**src/hw/rtl/base64_stream_encoder_unit_defines.svh**
```systemverilog
// Assertion macros used by the encoder back end (b64se_back).
// Checks compile away when SYNTHESIS is defined.
`ifndef BASE64_STREAM_ENCODER_UNIT_DEFINES_SVH
`define BASE64_STREAM_ENCODER_UNIT_DEFINES_SVH

`ifndef SYNTHESIS
`define B64SE_ASSERT(lbl, clk, rst_n, prop) \
  lbl: assert property (@(posedge clk) disable iff (!rst_n) prop) \
    else $error("b64se assertion failed");
`define B64SE_NEVER(lbl, clk, rst_n, cond) \
  lbl: assert property (@(posedge clk) disable iff (!rst_n) !(cond)) \
    else $error("b64se forbidden condition");
`else
`define B64SE_ASSERT(lbl, clk, rst_n, prop)
`define B64SE_NEVER(lbl, clk, rst_n, cond)
`endif

`endif

```
**src/hw/rtl/b64se_pkg.sv**
```systemverilog
// Types, constants and the sextet-to-character mapping of the Base64 encoder.
// Used by the front, queue, back and top-level modules.
package b64se_pkg;

  localparam logic [7:0] CHAR_PLUS    = 8'h2B;
  localparam logic [7:0] CHAR_SLASH   = 8'h2F;
  localparam logic [7:0] CHAR_PAD     = 8'h3D;
  localparam logic [7:0] CHAR_UPPER_A = 8'h41;
  localparam logic [7:0] CHAR_LOWER_A = 8'h61;
  localparam logic [7:0] CHAR_DIGIT_0 = 8'h30;

  localparam logic [5:0] SEXTET_LOWER = 6'd26;
  localparam logic [5:0] SEXTET_DIGIT = 6'd52;
  localparam logic [5:0] SEXTET_62    = 6'd62;

  localparam logic [1:0] REG_INDEX62 = 2'd0;
  localparam logic [1:0] REG_INDEX63 = 2'd1;
  localparam logic [1:0] REG_PAD_EN  = 2'd2;

  // One output symbol: a sextet or a pad marker
  typedef struct packed {
    logic       pad;
    logic [5:0] sextet;
  } sym_t;

  // Work for one input byte: up to four symbols, last_idx marks the final one
  typedef struct packed {
    sym_t [3:0] syms;
    logic [1:0] last_idx;
  } entry_t;

  function automatic logic [7:0] sextet_char(logic [5:0] v, logic [7:0] c62,
                                             logic [7:0] c63);
    logic [7:0] ch;
    if (v < SEXTET_LOWER) begin
      ch = CHAR_UPPER_A + {2'b00, v};
    end else if (v < SEXTET_DIGIT) begin
      ch = CHAR_LOWER_A + {2'b00, v - SEXTET_LOWER};
    end else if (v < SEXTET_62) begin
      ch = CHAR_DIGIT_0 + {2'b00, v - SEXTET_DIGIT};
    end else if (v == SEXTET_62) begin
      ch = (c62 != 8'd0) ? c62 : CHAR_PLUS;
    end else begin
      ch = (c63 != 8'd0) ? c63 : CHAR_SLASH;
    end
    return ch;
  endfunction

endpackage

```
**src/hw/rtl/b64se_front.sv**
```systemverilog
// Front end: accepts bytes, tracks group phase and leftover bits, builds symbol entries.
// Depends on b64se_pkg.
module b64se_front (
  input  logic              clk_i,
  input  logic              rst_ni,
  input  logic              in_valid_i,
  output logic              in_ready_o,
  input  logic [7:0]        data_byte_i,
  input  logic              end_of_message_i,
  input  logic              pad_enable_i,
  input  logic              queue_full_i,
  output logic              push_o,
  output b64se_pkg::entry_t entry_o
);
  import b64se_pkg::*;

  localparam logic [1:0] PH_FIRST  = 2'd0;
  localparam logic [1:0] PH_SECOND = 2'd1;
  localparam logic [1:0] PH_THIRD  = 2'd2;

  logic [1:0] phase_q, phase_d;
  logic [3:0] left_q, left_d;
  logic       accept;
  sym_t       pad_sym;

  assign in_ready_o = !queue_full_i;
  assign accept     = in_valid_i && in_ready_o;
  assign push_o     = accept;
  assign pad_sym    = '{pad: 1'b1, sextet: 6'd0};

  always_comb begin
    entry_o = '0;
    phase_d = phase_q;
    left_d  = left_q;
    unique case (phase_q)
      PH_SECOND: begin
        entry_o.syms[0] = '{pad: 1'b0, sextet: {left_q[1:0], data_byte_i[7:4]}};
        left_d  = data_byte_i[3:0];
        phase_d = PH_THIRD;
        if (end_of_message_i) begin
          entry_o.syms[1] = '{pad: 1'b0, sextet: {data_byte_i[3:0], 2'b00}};
          entry_o.syms[2] = pad_sym;
          entry_o.last_idx = pad_enable_i ? 2'd2 : 2'd1;
        end
      end
      PH_THIRD: begin
        entry_o.syms[0] = '{pad: 1'b0, sextet: {left_q, data_byte_i[7:6]}};
        entry_o.syms[1] = '{pad: 1'b0, sextet: data_byte_i[5:0]};
        entry_o.last_idx = 2'd1;
        left_d  = 4'd0;
        phase_d = PH_FIRST;
      end
      default: begin
        entry_o.syms[0] = '{pad: 1'b0, sextet: data_byte_i[7:2]};
        left_d  = {2'b00, data_byte_i[1:0]};
        phase_d = PH_SECOND;
        if (end_of_message_i) begin
          entry_o.syms[1] = '{pad: 1'b0, sextet: {data_byte_i[1:0], 4'b0000}};
          entry_o.syms[2] = pad_sym;
          entry_o.syms[3] = pad_sym;
          entry_o.last_idx = pad_enable_i ? 2'd3 : 2'd1;
        end
      end
    endcase
    if (end_of_message_i) begin
      phase_d = PH_FIRST;
      left_d  = 4'd0;
    end
  end

  always_ff @(posedge clk_i or negedge rst_ni) begin
    if (!rst_ni) begin
      phase_q <= PH_FIRST;
      left_q  <= 4'd0;
    end else if (accept) begin
      phase_q <= phase_d;
      left_q  <= left_d;
    end
  end

endmodule

```
**src/hw/rtl/b64se_fifo.sv**
```systemverilog
// Short queue of symbol entries between front and back.
// Depends on b64se_pkg.
module b64se_fifo #(
  parameter int unsigned Depth = 2
) (
  input  logic              clk_i,
  input  logic              rst_ni,
  input  logic              push_i,
  input  b64se_pkg::entry_t push_data_i,
  output logic              full_o,
  input  logic              pop_i,
  output logic              valid_o,
  output b64se_pkg::entry_t pop_data_o
);
  import b64se_pkg::*;

  localparam int unsigned PtrW = (Depth > 1) ? $clog2(Depth) : 1;
  localparam int unsigned CntW = $clog2(Depth + 1);

  entry_t          mem_q [Depth];
  logic [PtrW-1:0] wr_ptr_q, wr_ptr_d;
  logic [PtrW-1:0] rd_ptr_q, rd_ptr_d;
  logic [CntW-1:0] count_q, count_d;

  assign full_o     = (count_q == CntW'(Depth));
  assign valid_o    = (count_q != '0);
  assign pop_data_o = mem_q[rd_ptr_q];

  always_comb begin
    wr_ptr_d = wr_ptr_q;
    rd_ptr_d = rd_ptr_q;
    if (push_i) begin
      wr_ptr_d = (wr_ptr_q == PtrW'(Depth - 1)) ? '0 : wr_ptr_q + 1'b1;
    end
    if (pop_i) begin
      rd_ptr_d = (rd_ptr_q == PtrW'(Depth - 1)) ? '0 : rd_ptr_q + 1'b1;
    end
    unique case ({push_i, pop_i})
      2'b10:   count_d = count_q + 1'b1;
      2'b01:   count_d = count_q - 1'b1;
      default: count_d = count_q;
    endcase
  end

  always_ff @(posedge clk_i) begin
    if (push_i) begin
      mem_q[wr_ptr_q] <= push_data_i;
    end
  end

  always_ff @(posedge clk_i or negedge rst_ni) begin
    if (!rst_ni) begin
      wr_ptr_q <= '0;
      rd_ptr_q <= '0;
      count_q  <= '0;
    end else begin
      wr_ptr_q <= wr_ptr_d;
      rd_ptr_q <= rd_ptr_d;
      count_q  <= count_d;
    end
  end

endmodule

```
**src/hw/rtl/b64se_back.sv**
```systemverilog
// Back end: walks the symbols of one entry and sends one character per beat.
// Depends on b64se_pkg and the assertion macro header.
`include "base64_stream_encoder_unit_defines.svh"

module b64se_back (
  input  logic              clk_i,
  input  logic              rst_ni,
  input  logic              queue_valid_i,
  input  b64se_pkg::entry_t queue_data_i,
  output logic              pop_o,
  input  logic [7:0]        index62_char_i,
  input  logic [7:0]        index63_char_i,
  output logic              m_axis_tvalid,
  input  logic              m_axis_tready,
  output logic [7:0]        m_axis_tdata,  // out_char
  output logic              m_axis_tlast   // last_of_run
);
  import b64se_pkg::*;

  logic       busy_q, busy_d;
  entry_t     ent_q, ent_d;
  logic [1:0] idx_q, idx_d;
  logic       at_last;
  sym_t       cur;

  assign cur           = ent_q.syms[idx_q];
  assign at_last       = (idx_q == ent_q.last_idx);
  assign m_axis_tvalid = busy_q;
  assign m_axis_tlast  = at_last;
  assign m_axis_tdata  = cur.pad ? CHAR_PAD
                                 : sextet_char(cur.sextet, index62_char_i, index63_char_i);

  assign pop_o = queue_valid_i && (!busy_q || (m_axis_tready && at_last));

  always_comb begin
    busy_d = busy_q;
    ent_d  = ent_q;
    idx_d  = idx_q;
    if (pop_o) begin
      busy_d = 1'b1;
      ent_d  = queue_data_i;
      idx_d  = 2'd0;
    end else if (busy_q && m_axis_tready) begin
      if (at_last) begin
        busy_d = 1'b0;
      end else begin
        idx_d = idx_q + 1'b1;
      end
    end
  end

  always_ff @(posedge clk_i) begin
    ent_q <= ent_d;
  end

  always_ff @(posedge clk_i or negedge rst_ni) begin
    if (!rst_ni) begin
      busy_q <= 1'b0;
      idx_q  <= 2'd0;
    end else begin
      busy_q <= busy_d;
      idx_q  <= idx_d;
    end
  end

  `B64SE_ASSERT(a_hold_on_stall, clk_i, rst_ni, busy_q && !m_axis_tready |=> busy_q && $stable(idx_q))
  `B64SE_NEVER(a_idx_in_range, clk_i, rst_ni, busy_q && (idx_q > ent_q.last_idx))
  `B64SE_ASSERT(a_drain_to_idle, clk_i, rst_ni, busy_q && m_axis_tready && at_last && !queue_valid_i |=> !busy_q)
  `B64SE_ASSERT(a_advance_step, clk_i, rst_ni, busy_q && m_axis_tready && !at_last |=> busy_q && (idx_q == $past(idx_q) + 2'd1))

endmodule

```
**src/hw/rtl/base64_stream_encoder_unit.sv**
```systemverilog
// Streaming Base64 encoder. Each accepted byte yields one or two characters (up to four on
// the last byte of a message, with '=' padding when enabled); the output side sends one
// character per cycle while m_axis_tready is high. A byte is taken every cycle while the entry
// queue has room, so the sustained rate is set by the output serializer: four characters per
// three bytes, with bursts of up to four characters on a final byte.
// Configuration writes are accepted every cycle and should be made while the block is idle.
module base64_stream_encoder_unit #(
  parameter int unsigned FIFO_DEPTH = 2
) (
  input  logic       clk_i,
  input  logic       rst_ni,
  input  logic       s_axis_tvalid,
  output logic       s_axis_tready,
  input  logic [7:0] s_axis_tdata,   // data_byte
  input  logic       s_axis_tlast,   // end_of_message
  output logic       m_axis_tvalid,
  input  logic       m_axis_tready,
  output logic [7:0] m_axis_tdata,   // out_char
  output logic       m_axis_tlast,   // last_of_run
  input  logic       cfg_valid_i,
  output logic       cfg_ready_o,
  input  logic [1:0] cfg_index_i,
  input  logic [7:0] cfg_data_i
);
  import b64se_pkg::*;

  logic [7:0] idx62_q, idx63_q;
  logic       pad_en_q;
  logic       cfg_we;

  logic   push, pop, queue_full, queue_valid;
  entry_t push_entry, pop_entry;

  assign cfg_ready_o = 1'b1;
  assign cfg_we      = cfg_valid_i && cfg_ready_o;

  always_ff @(posedge clk_i or negedge rst_ni) begin
    if (!rst_ni) begin
      idx62_q  <= CHAR_PLUS;
      idx63_q  <= CHAR_SLASH;
      pad_en_q <= 1'b1;
    end else if (cfg_we) begin
      unique case (cfg_index_i)
        REG_INDEX62: idx62_q  <= cfg_data_i;
        REG_INDEX63: idx63_q  <= cfg_data_i;
        REG_PAD_EN:  pad_en_q <= cfg_data_i[0];
        default: ;
      endcase
    end
  end

  b64se_front u_front (
    .clk_i            (clk_i),
    .rst_ni           (rst_ni),
    .in_valid_i       (s_axis_tvalid),
    .in_ready_o       (s_axis_tready),
    .data_byte_i      (s_axis_tdata),
    .end_of_message_i (s_axis_tlast),
    .pad_enable_i     (pad_en_q),
    .queue_full_i     (queue_full),
    .push_o           (push),
    .entry_o          (push_entry)
  );

  b64se_fifo #(
    .Depth (FIFO_DEPTH)
  ) u_fifo (
    .clk_i       (clk_i),
    .rst_ni      (rst_ni),
    .push_i      (push),
    .push_data_i (push_entry),
    .full_o      (queue_full),
    .pop_i       (pop),
    .valid_o     (queue_valid),
    .pop_data_o  (pop_entry)
  );

  b64se_back u_back (
    .clk_i          (clk_i),
    .rst_ni         (rst_ni),
    .queue_valid_i  (queue_valid),
    .queue_data_i   (pop_entry),
    .pop_o          (pop),
    .index62_char_i (idx62_q),
    .index63_char_i (idx63_q),
    .m_axis_tvalid  (m_axis_tvalid),
    .m_axis_tready  (m_axis_tready),
    .m_axis_tdata   (m_axis_tdata),
    .m_axis_tlast   (m_axis_tlast)
  );

endmodule
```
**config.mk**
```make
export PLATFORM = sky130hd
export DESIGN_NAME = base64_stream_encoder_unit
export DESIGN_NICKNAME = d
export VERILOG_FILES = /design/src/hw/rtl/b64se_pkg.sv /design/src/hw/rtl/b64se_front.sv /design/src/hw/rtl/b64se_fifo.sv /design/src/hw/rtl/b64se_back.sv /design/src/hw/rtl/base64_stream_encoder_unit.sv
export VERILOG_INCLUDE_DIRS = /design/src /design/src/hw/rtl
export SDC_FILE = /design/constraint.sdc
export NUM_CORES = 1
export LEC_CHECK = 0
export BUFFER_PORTS_ARGS = -buffer_cell sky130_fd_sc_hd__buf_2
export CORE_ASPECT_RATIO = 0.7
export CORE_MARGIN = 2
export CORE_UTILIZATION = 45
export DETAILED_ROUTE_END_ITERATION = 12
export PLACE_DENSITY = 0.64
export SLEW_MARGIN = 20
export SYNTH_ARGS = -nofsm -noshare
export SYNTH_HDL_FRONTEND = slang
export SYNTH_HIERARCHICAL = 1
export SYNTH_SLANG_ARGS = --single-unit
```
**constraint.sdc**
```tcl
create_clock -name clk_i -period 4.97 [get_ports clk_i]
set_clock_uncertainty 0.1 [all_clocks]
set_input_delay 0.2485 -clock clk_i [delete_from_list [all_inputs] [get_ports clk_i]]
set_output_delay 0.2485 -clock clk_i [all_outputs]
set_load 0.005 [all_outputs]
```
Word level (Yosys, flattened, before mapping). Memories as Yosys holds them, arrays and structs flattened. A register that Yosys moved wholly into a read port is not among the register bits. Index checks and enable logic that the tools add are counted.

Flip-flop bits (word level): 30. Latch bits: 0. Memory bits (writable): 60. ROM bits: 0. Bits of input ports: 24. Output and inout bits: 12. Word-level logic and storage cells: 88. Memories: 1.

Memories: u_fifo.mem_q (words 2, bits a word 30, read ports 1, clocked after memory_dff 1, write ports 1, RTL line b64se_fifo.sv:20) `entry_t mem_q [Depth];`.

$add $sub $neg: 10. $mul: 0. Divide/modulo/power cells: 0. Order comparisons: 4. Eq/ne operators: 10. Shift-type cells: 0. Multiplexer cells: 33. Bitwise gates (word level): 0. Reductions and logical operators: 20.

Operators with widths (number): 8-bit two-way mux (7); 16-bit one-hot mux with 2 select lines (1); 21-bit two-way mux (1); 7-bit by 6-bit adder with 8-bit output (first input constant) (2); 2-bit two-way mux (8); 8-bit nonzero test (2); 7-bit binary-select mux with 2-bit select (1); 14-bit two-way mux (1); 7-bit two-way mux (2); 7-bit one-hot mux with 2 select lines (1); 6-bit < comparator (second input constant) (2); 2-bit AND reduction (5); 2-bit equality test (second input constant) (4); 2-bit one-hot mux with 2 select lines (2); 4-bit one-hot mux with 2 select lines (1); 2-bit nonzero test (4); 6-bit by 6-bit adder with 7-bit output (first input constant) (1); 1-bit two-way mux (7); 2-bit by 1-bit equality test with 1-bit output (second input constant) (3); 6-bit equality test (second input constant) (1); 6-bit by 5-bit < comparator with 1-bit output (second input constant) (1); 6-bit by 5-bit subtractor with 6-bit output (second input constant) (1); 6-bit subtractor (second input constant) (1); 2-bit by 1-bit adder with 2-bit output (second input constant) (2); 11 further kinds (16).

Depth between registers and ports, before layout.
Word-level depth: 8. Gate-level depth with buffers: 11. Gate-level depth less buffers: 9.

Modules after synthesis. Netlist, hierarchy kept.

By module, submodules not included: b64se_fifo (instances 1, cells an instance 109, area an instance 2361.0 um^2, seq. area each 1901.8 um^2); b64se_back (instances 1, cells an instance 163, area an instance 2043.2 um^2, seq. area each 975.9 um^2); b64se_front (instances 1, cells an instance 93, area an instance 686.9 um^2, seq. area each 150.1 um^2); base64_stream_encoder_unit (instances 1, cells an instance 39, area an instance 678.2 um^2, seq. area each 437.9 um^2).

Worst setup path before layout. OpenSTA, ideal clock, no wires.

Path type: register -> register. Start: register u_back.idx_q[0]. End: register u_fifo.count_q[1]. Library setup time: 79 ps. Data arrival time: 3359 ps. Required time: 4791 ps. Path slack: 1432 ps. Stages on the path, launching flop included: 10. Path buffers: 2. Clock period less this slack: 3538 ps. Cells stage by stage: dfrtp_1 -> buf_6 -> buf_12 -> xor2_1 -> nor2_1 -> a21boi_0 -> nor2b_1 -> ha_1 -> nor2_1 -> xor2_1.

Word-level cells in the longest chain between the ends: 6. Elaborated cells between the ends (all ways): 8. Classes of those cells: 3 x eq/ne; 1 x mux; 4 x reduce/logical.

RTL lines: from (decl) (RTL line b64se_back.sv:22) `logic [1:0] idx_q, idx_d;`; from (signal assigned) (RTL line b64se_back.sv:62) `idx_q <= idx_d;`; 2-bit equality test (*) (RTL line b64se_back.sv:27) `assign at_last = (idx_q == ent_q.last_idx);`; via m_axis_tlast (RTL line base64_stream_encoder_unit.sv:19) `output logic m_axis_tlast,`; 1-bit logical AND (*) (RTL line b64se_back.sv:33) `assign pop_o = queue_valid_i && (!busy_q || (m_axis_tready && at_last));`; 1-bit logical OR (*) (RTL line b64se_back.sv:33); 1-bit logical AND (*) (RTL line b64se_back.sv:33); via pop (RTL line base64_stream_encoder_unit.sv:31) `logic push, pop, queue_full, queue_valid;`; 2-bit by 1-bit equality test with 1-bit output or 2-bit equality test (tied branches) (RTL line b64se_fifo.sv:38) `unique case ({push_i, pop_i})`; 2-bit one-hot mux with 2 select lines or 2-bit nonzero test (tied branches); to (signal assigned) (RTL line b64se_fifo.sv:59) `count_q <= count_d;`; to (decl) (RTL line b64se_fifo.sv:23) `logic [CntW-1:0] count_q, count_d;`.

Mark *: on every way through the listed nets, which the timed path passes. The rest lies on a longest branch. A chain may end at the register's enable or synchronous reset.

Worst setup path after layout.
Start: register u_back.idx_q[0]. End: output port m_axis_tdata[1].

Word-level cells in the longest chain between the ends: 8. Elaborated cells between the ends (all ways): 16. Classes of those cells: 5 x add/sub; 3 x order compare; 1 x eq/ne; 7 x mux.

RTL lines: 7-bit binary-select mux with 2-bit select (*) (RTL line b64se_back.sv:26) `assign cur = ent_q.syms[idx_q];`; 7-bit two-way mux (implied by the code) (*) (RTL line b64se_back.sv:26); 6-bit subtractor or 6-bit equality test (tied branches) (RTL line b64se_pkg.sv:40, b64se_pkg.sv:41); 6-bit by 6-bit adder with 7-bit output or 8-bit two-way mux (tied branches) (RTL line b64se_pkg.sv:40, b64se_pkg.sv:41); 8-bit two-way mux (RTL line b64se_pkg.sv:39) `end else if (v < SEXTET_62) begin`; 8-bit two-way mux (RTL line b64se_pkg.sv:37) `end else if (v < SEXTET_DIGIT) begin`; 8-bit two-way mux (RTL line b64se_pkg.sv:35) `if (v < SEXTET_LOWER) begin`; 8-bit two-way mux (*) (RTL line b64se_back.sv:30) `assign m_axis_tdata = cur.pad ? CHAR_PAD`; to (decl) (RTL line base64_stream_encoder_unit.sv:18) `output logic [7:0] m_axis_tdata,`.

Mark *: on every way between the ends. The rest lies on a longest branch, timed or not. The select of a mux whose other input is x is not followed.

==> results by group <==
Critical path
  – Slowest cell on crit path: dfrtp_1
  – CP top delay family: flip-flops
  – Crit path buffers/inverters: 2
  – Worst-path cell chain: mux4_2 -> inv_1 -> ha_1 -> and2_1 -> and3_1 -> nor3_1 -> o21ai_0 -> a21oi_1 -> a2111oi_1 -> buf_2
  – Crit end category: output port
  – Startpoint Class: register
  – Crit path from: u_back/idx_q[0]$_DFFE_PN0P_
  – R2r setup slk: around 2.3 ns
  – Slowest Stage Delay on Critical Path: between 0.7 and 0.8 ns
  – Worst R2R Start: u_back/idx_q[0]$_DFFE_PN0P_
  – Crit Reg-Reg Endpoint: u_fifo/count_q[1]$_DFFE_PN0P_
  – Crit path DAT: roughly 3.6 ns
  – WP data required: roughly 4.6 ns
  – Crit path max fanout: 13
  – Crit Path Class: register to output port
  – Reg2Reg Depth: 8

Cells and area
  – Commonest cells after routing, fill and taps aside: edfxtp_1, mux2_2, buf_2
  – Leading cell type in the layout, fill and taps excluded: edfxtp_1
  – Layout cells sized above 1: 32.04%
  – Final Net Count: around 500
  – Non-Filler Instances: 627
  – Syn-to-layout area delta: 15.40%
  – Antenna Cells: 0

STA
  – Pins Over Slew Limit: 0
  – Rel. slew slack: between 40% and 50%
  – Final setup violation count: 0
  – Final Hold Fails: 0
  – Highest Clock Rate: 0.2507 GHz
  – Fin crit period: roughly 4.0 ns
  – Final Cycle Share: between 80% and 90%
  – Slew @ Worst Pin: approximately 0.8 ns
  – Setup TNS: 0 ns
  – Unrepaired setup endpoints after global routing: no

Route
  – DR pass1 iterations: 4
  – Average wire per standard cell: around 17 um
  – Vias/cell: ~5.3
  – Post-DRT Antenna Nets: 0
  – Vias: between 3k and 4k
  – Detailed router's first-iteration violation count: about 210
  – Wirelength, routed: around 11000 um
  – Number of remaining DRC errors: 0

Power
  – Switching Fraction: 34.25%
  – Reported leakage power: around 2.5 nW
  – Peak VDD IR: about 0.39 mV
  – Pwr per Cell Area: between 700 and 800 nW/um2
  – Sequential fraction of design power: 34.7%
  – Clock power frac: between 20% and 30%
  – Switch Pwr: between 0.0015 and 0.002 W
  – Combinational power share: about two fifths
  – Internal: between 0.003 and 0.004 W

Yosys
  – Area leader, netlist: edfxtp_1
  – Register area share after synthesis: 60.07%
  – Most used DFF post-synth: edfxtp_1
  – Gate Count Post-Synth: 404
  – Mean post-synth cell area: about 14 um2
  – Ys Warns: 6
  – Post-synth EDFFs: 90
  – Synth Register Bits: 120
  – Synth top area share: between 40% and 50%
  – Syn Std Cell Area: 5769 um2
  – Count of cell types in the netlist: 66
  – Async S/R FF share, synth: 25.00%
  – Area contributors post-synth: edfxtp_1, mux2_2, dfrtp_1

Floorplanning
  – DIE AREA: roughly 14000 um2
  – Initial Util: a little under half
  – Core area: roughly 12000 um2
  – Row cnt: 34
  – Die Y: between 90 and 100 um
  – Num ports: 36
  – Die span in x: between 100 and 150 um

GRT
  – Initial antenna violation count: 0
  – First-pass GRT wire length: 17220 um
  – GRT overflow: 0
  – Vias in the first global route: between 3k and 4k
  – Largest net degree at the start of global routing: 33
  – Tot GR Track Use: between 10% and 20%

Min path
  – Hold Path Origin: cfg_data_i[0]
  – Hold Path End: idx62_q[0]$_DFFE_PN1P_
  – Hold path depth: 2
  – Hold Crit Class: primary input to register

Placement
  – Placed instance count: just under 600
  – Gpl congestion: 0.9166
  – Port bufs: 34
  – DP HPWL: 6900 um

Clock network
  – Clock tree buffer depth: 2
  – Setup bufs post-CTS: 0
  – TritonCTS Buffers: 17
  – CTS tree: done
  – TritonCTS Sinks: 120
  – Clk slew on worst S/H paths: 0.05 ns
  – Clk root buf: clkbuf_16
  – Skew-Pair Late Insertion Delay: 0.41 ns
  – H-tree Lvls: 4

Job
  – Max-cap viol count: 0

Outcome
  – Status: complete, no violations
==> synth_stat cells (all sizes together) (8+ instances only) <==
| library cell | count |
|---|---|
| mux2 | 48 |
| nand2 | 27 |
| and2 | 8 |
| o21ai | 18 |
| buf | 28 |
| dfrtp | 20 |
| dfstp | 10 |
| a22oi | 9 |
| edfxtp | 90 |
| ha | 14 |
| xor2 | 8 |
| nor3 | 8 |
| xnor2 | 10 |
| a21oi | 9 |
| nor2 | 12 |
| inv | 11 |
==> worst max path at each step <==
| stage | to | slack (ns) | cells after the start |
|---|---|---|---|
| floorplan | u_fifo/count_q[1]$_DFFE_PN0P_ | 1.43 | 9 |
| global placement | m_axis_tdata[0] | 1.60 | 10 |
| detailed placement | m_axis_tdata[1] | 1.46 | 10 |
| CTS | m_axis_tdata[1] | 1.01 | 10 |
| global route | m_axis_tdata[1] | 0.71 | 10 |
| finish | m_axis_tdata[1] | 0.98 | 10 |
==> per-layer routing <==
metal	vias to the layer above	routed length [um]	GRT usage, %	share of wire (%)
met2	90	4691	24.40	44
met3	18	472	4.956	4.5
li1	1587	-	-	-
met4	0	142	5.361	1.3
met1	1643	5266	22.82	50
met5	-	0	0	0
==> cell type report <==
cell class	count	area, um2
clock buffer	18	429.2
clock inverter	13	180.2
fill	1035	5807
inverter	12	46.29
multi-input combinational	256	2051
sequential	120	3466
tap	162	202.7
timing repair buffer	46	282.8
==> power by group through the flow <==
stage | sequential, W | clock, W | combinational, W
6_report | 0.00165 | 0.00126 | 0.00185
5_1_grt | 0.00169 | 0.00134 | 0.00205
4_1_cts | 0.00166 | 0.00129 | 0.00185
3_5_place_dp | 0.00167 | 0 | 0.00184
3_3_place_gp | 0.00166 | 0 | 0.00181
2_1_floorplan | 0.00160 | 0 | 0.00151
==> stage by stage <==
| stage | instance area (um2) | hold slack [ns] | total power [W] | util, % | setup slack (ns) |
|---|---|---|---|---|---|
| after global placement | 5958 | 0.2318 | 0.003470 | 47.80 | 1.603 |
| after detailed placement | 5958 | 0.2501 | 0.003510 | 47.80 | 1.464 |
| after floorplan | 5818 | -0.1471 | 0.003108 | - | 1.432 |
| after global routing | 6658 | 0.008661 | 0.005070 | 53.41 | 0.7116 |
| final | 6658 | 0.01377 | 0.004763 | 53.41 | 0.9809 |
| after CTS | 6658 | 0.0006269 | 0.004796 | 53.41 | 1.008 |
==> sequential cells by signal (all words and copies together), names as in the netlist <==
name	cells
u_fifo/count_q	2
u_front/phase_q	2
pad_en_q	1
u_back/m_axis_tvalid	1
u_fifo/rd_ptr_q	1
u_back/idx_q	2
idx62_q	8
u_fifo/mem_q	60
u_back/ent_q	30
u_front/left_q	4
u_fifo/wr_ptr_q	1
idx63_q	8
==> cell families (layout without fill, tap and decap cells) <==
group	count (synthesis)	after routing	share of synthesized area (%)
other cells	2	15	0.1302
compound gates	59	59	7.092
flops	120	120	60.07
simple gates	94	94	9.131
fa+ha+maj	14	14	3.036
mux	56	56	12.34
xor+xnor	18	18	2.863
buf+inv	41	89	5.335
==> what timing repair did <==
item / CTS / global route
hold endpoints to repair: 35 / 0
resized for setup: 0 / 0
hold buffers: 9 / 0
(Power assumes the default switching activity.)
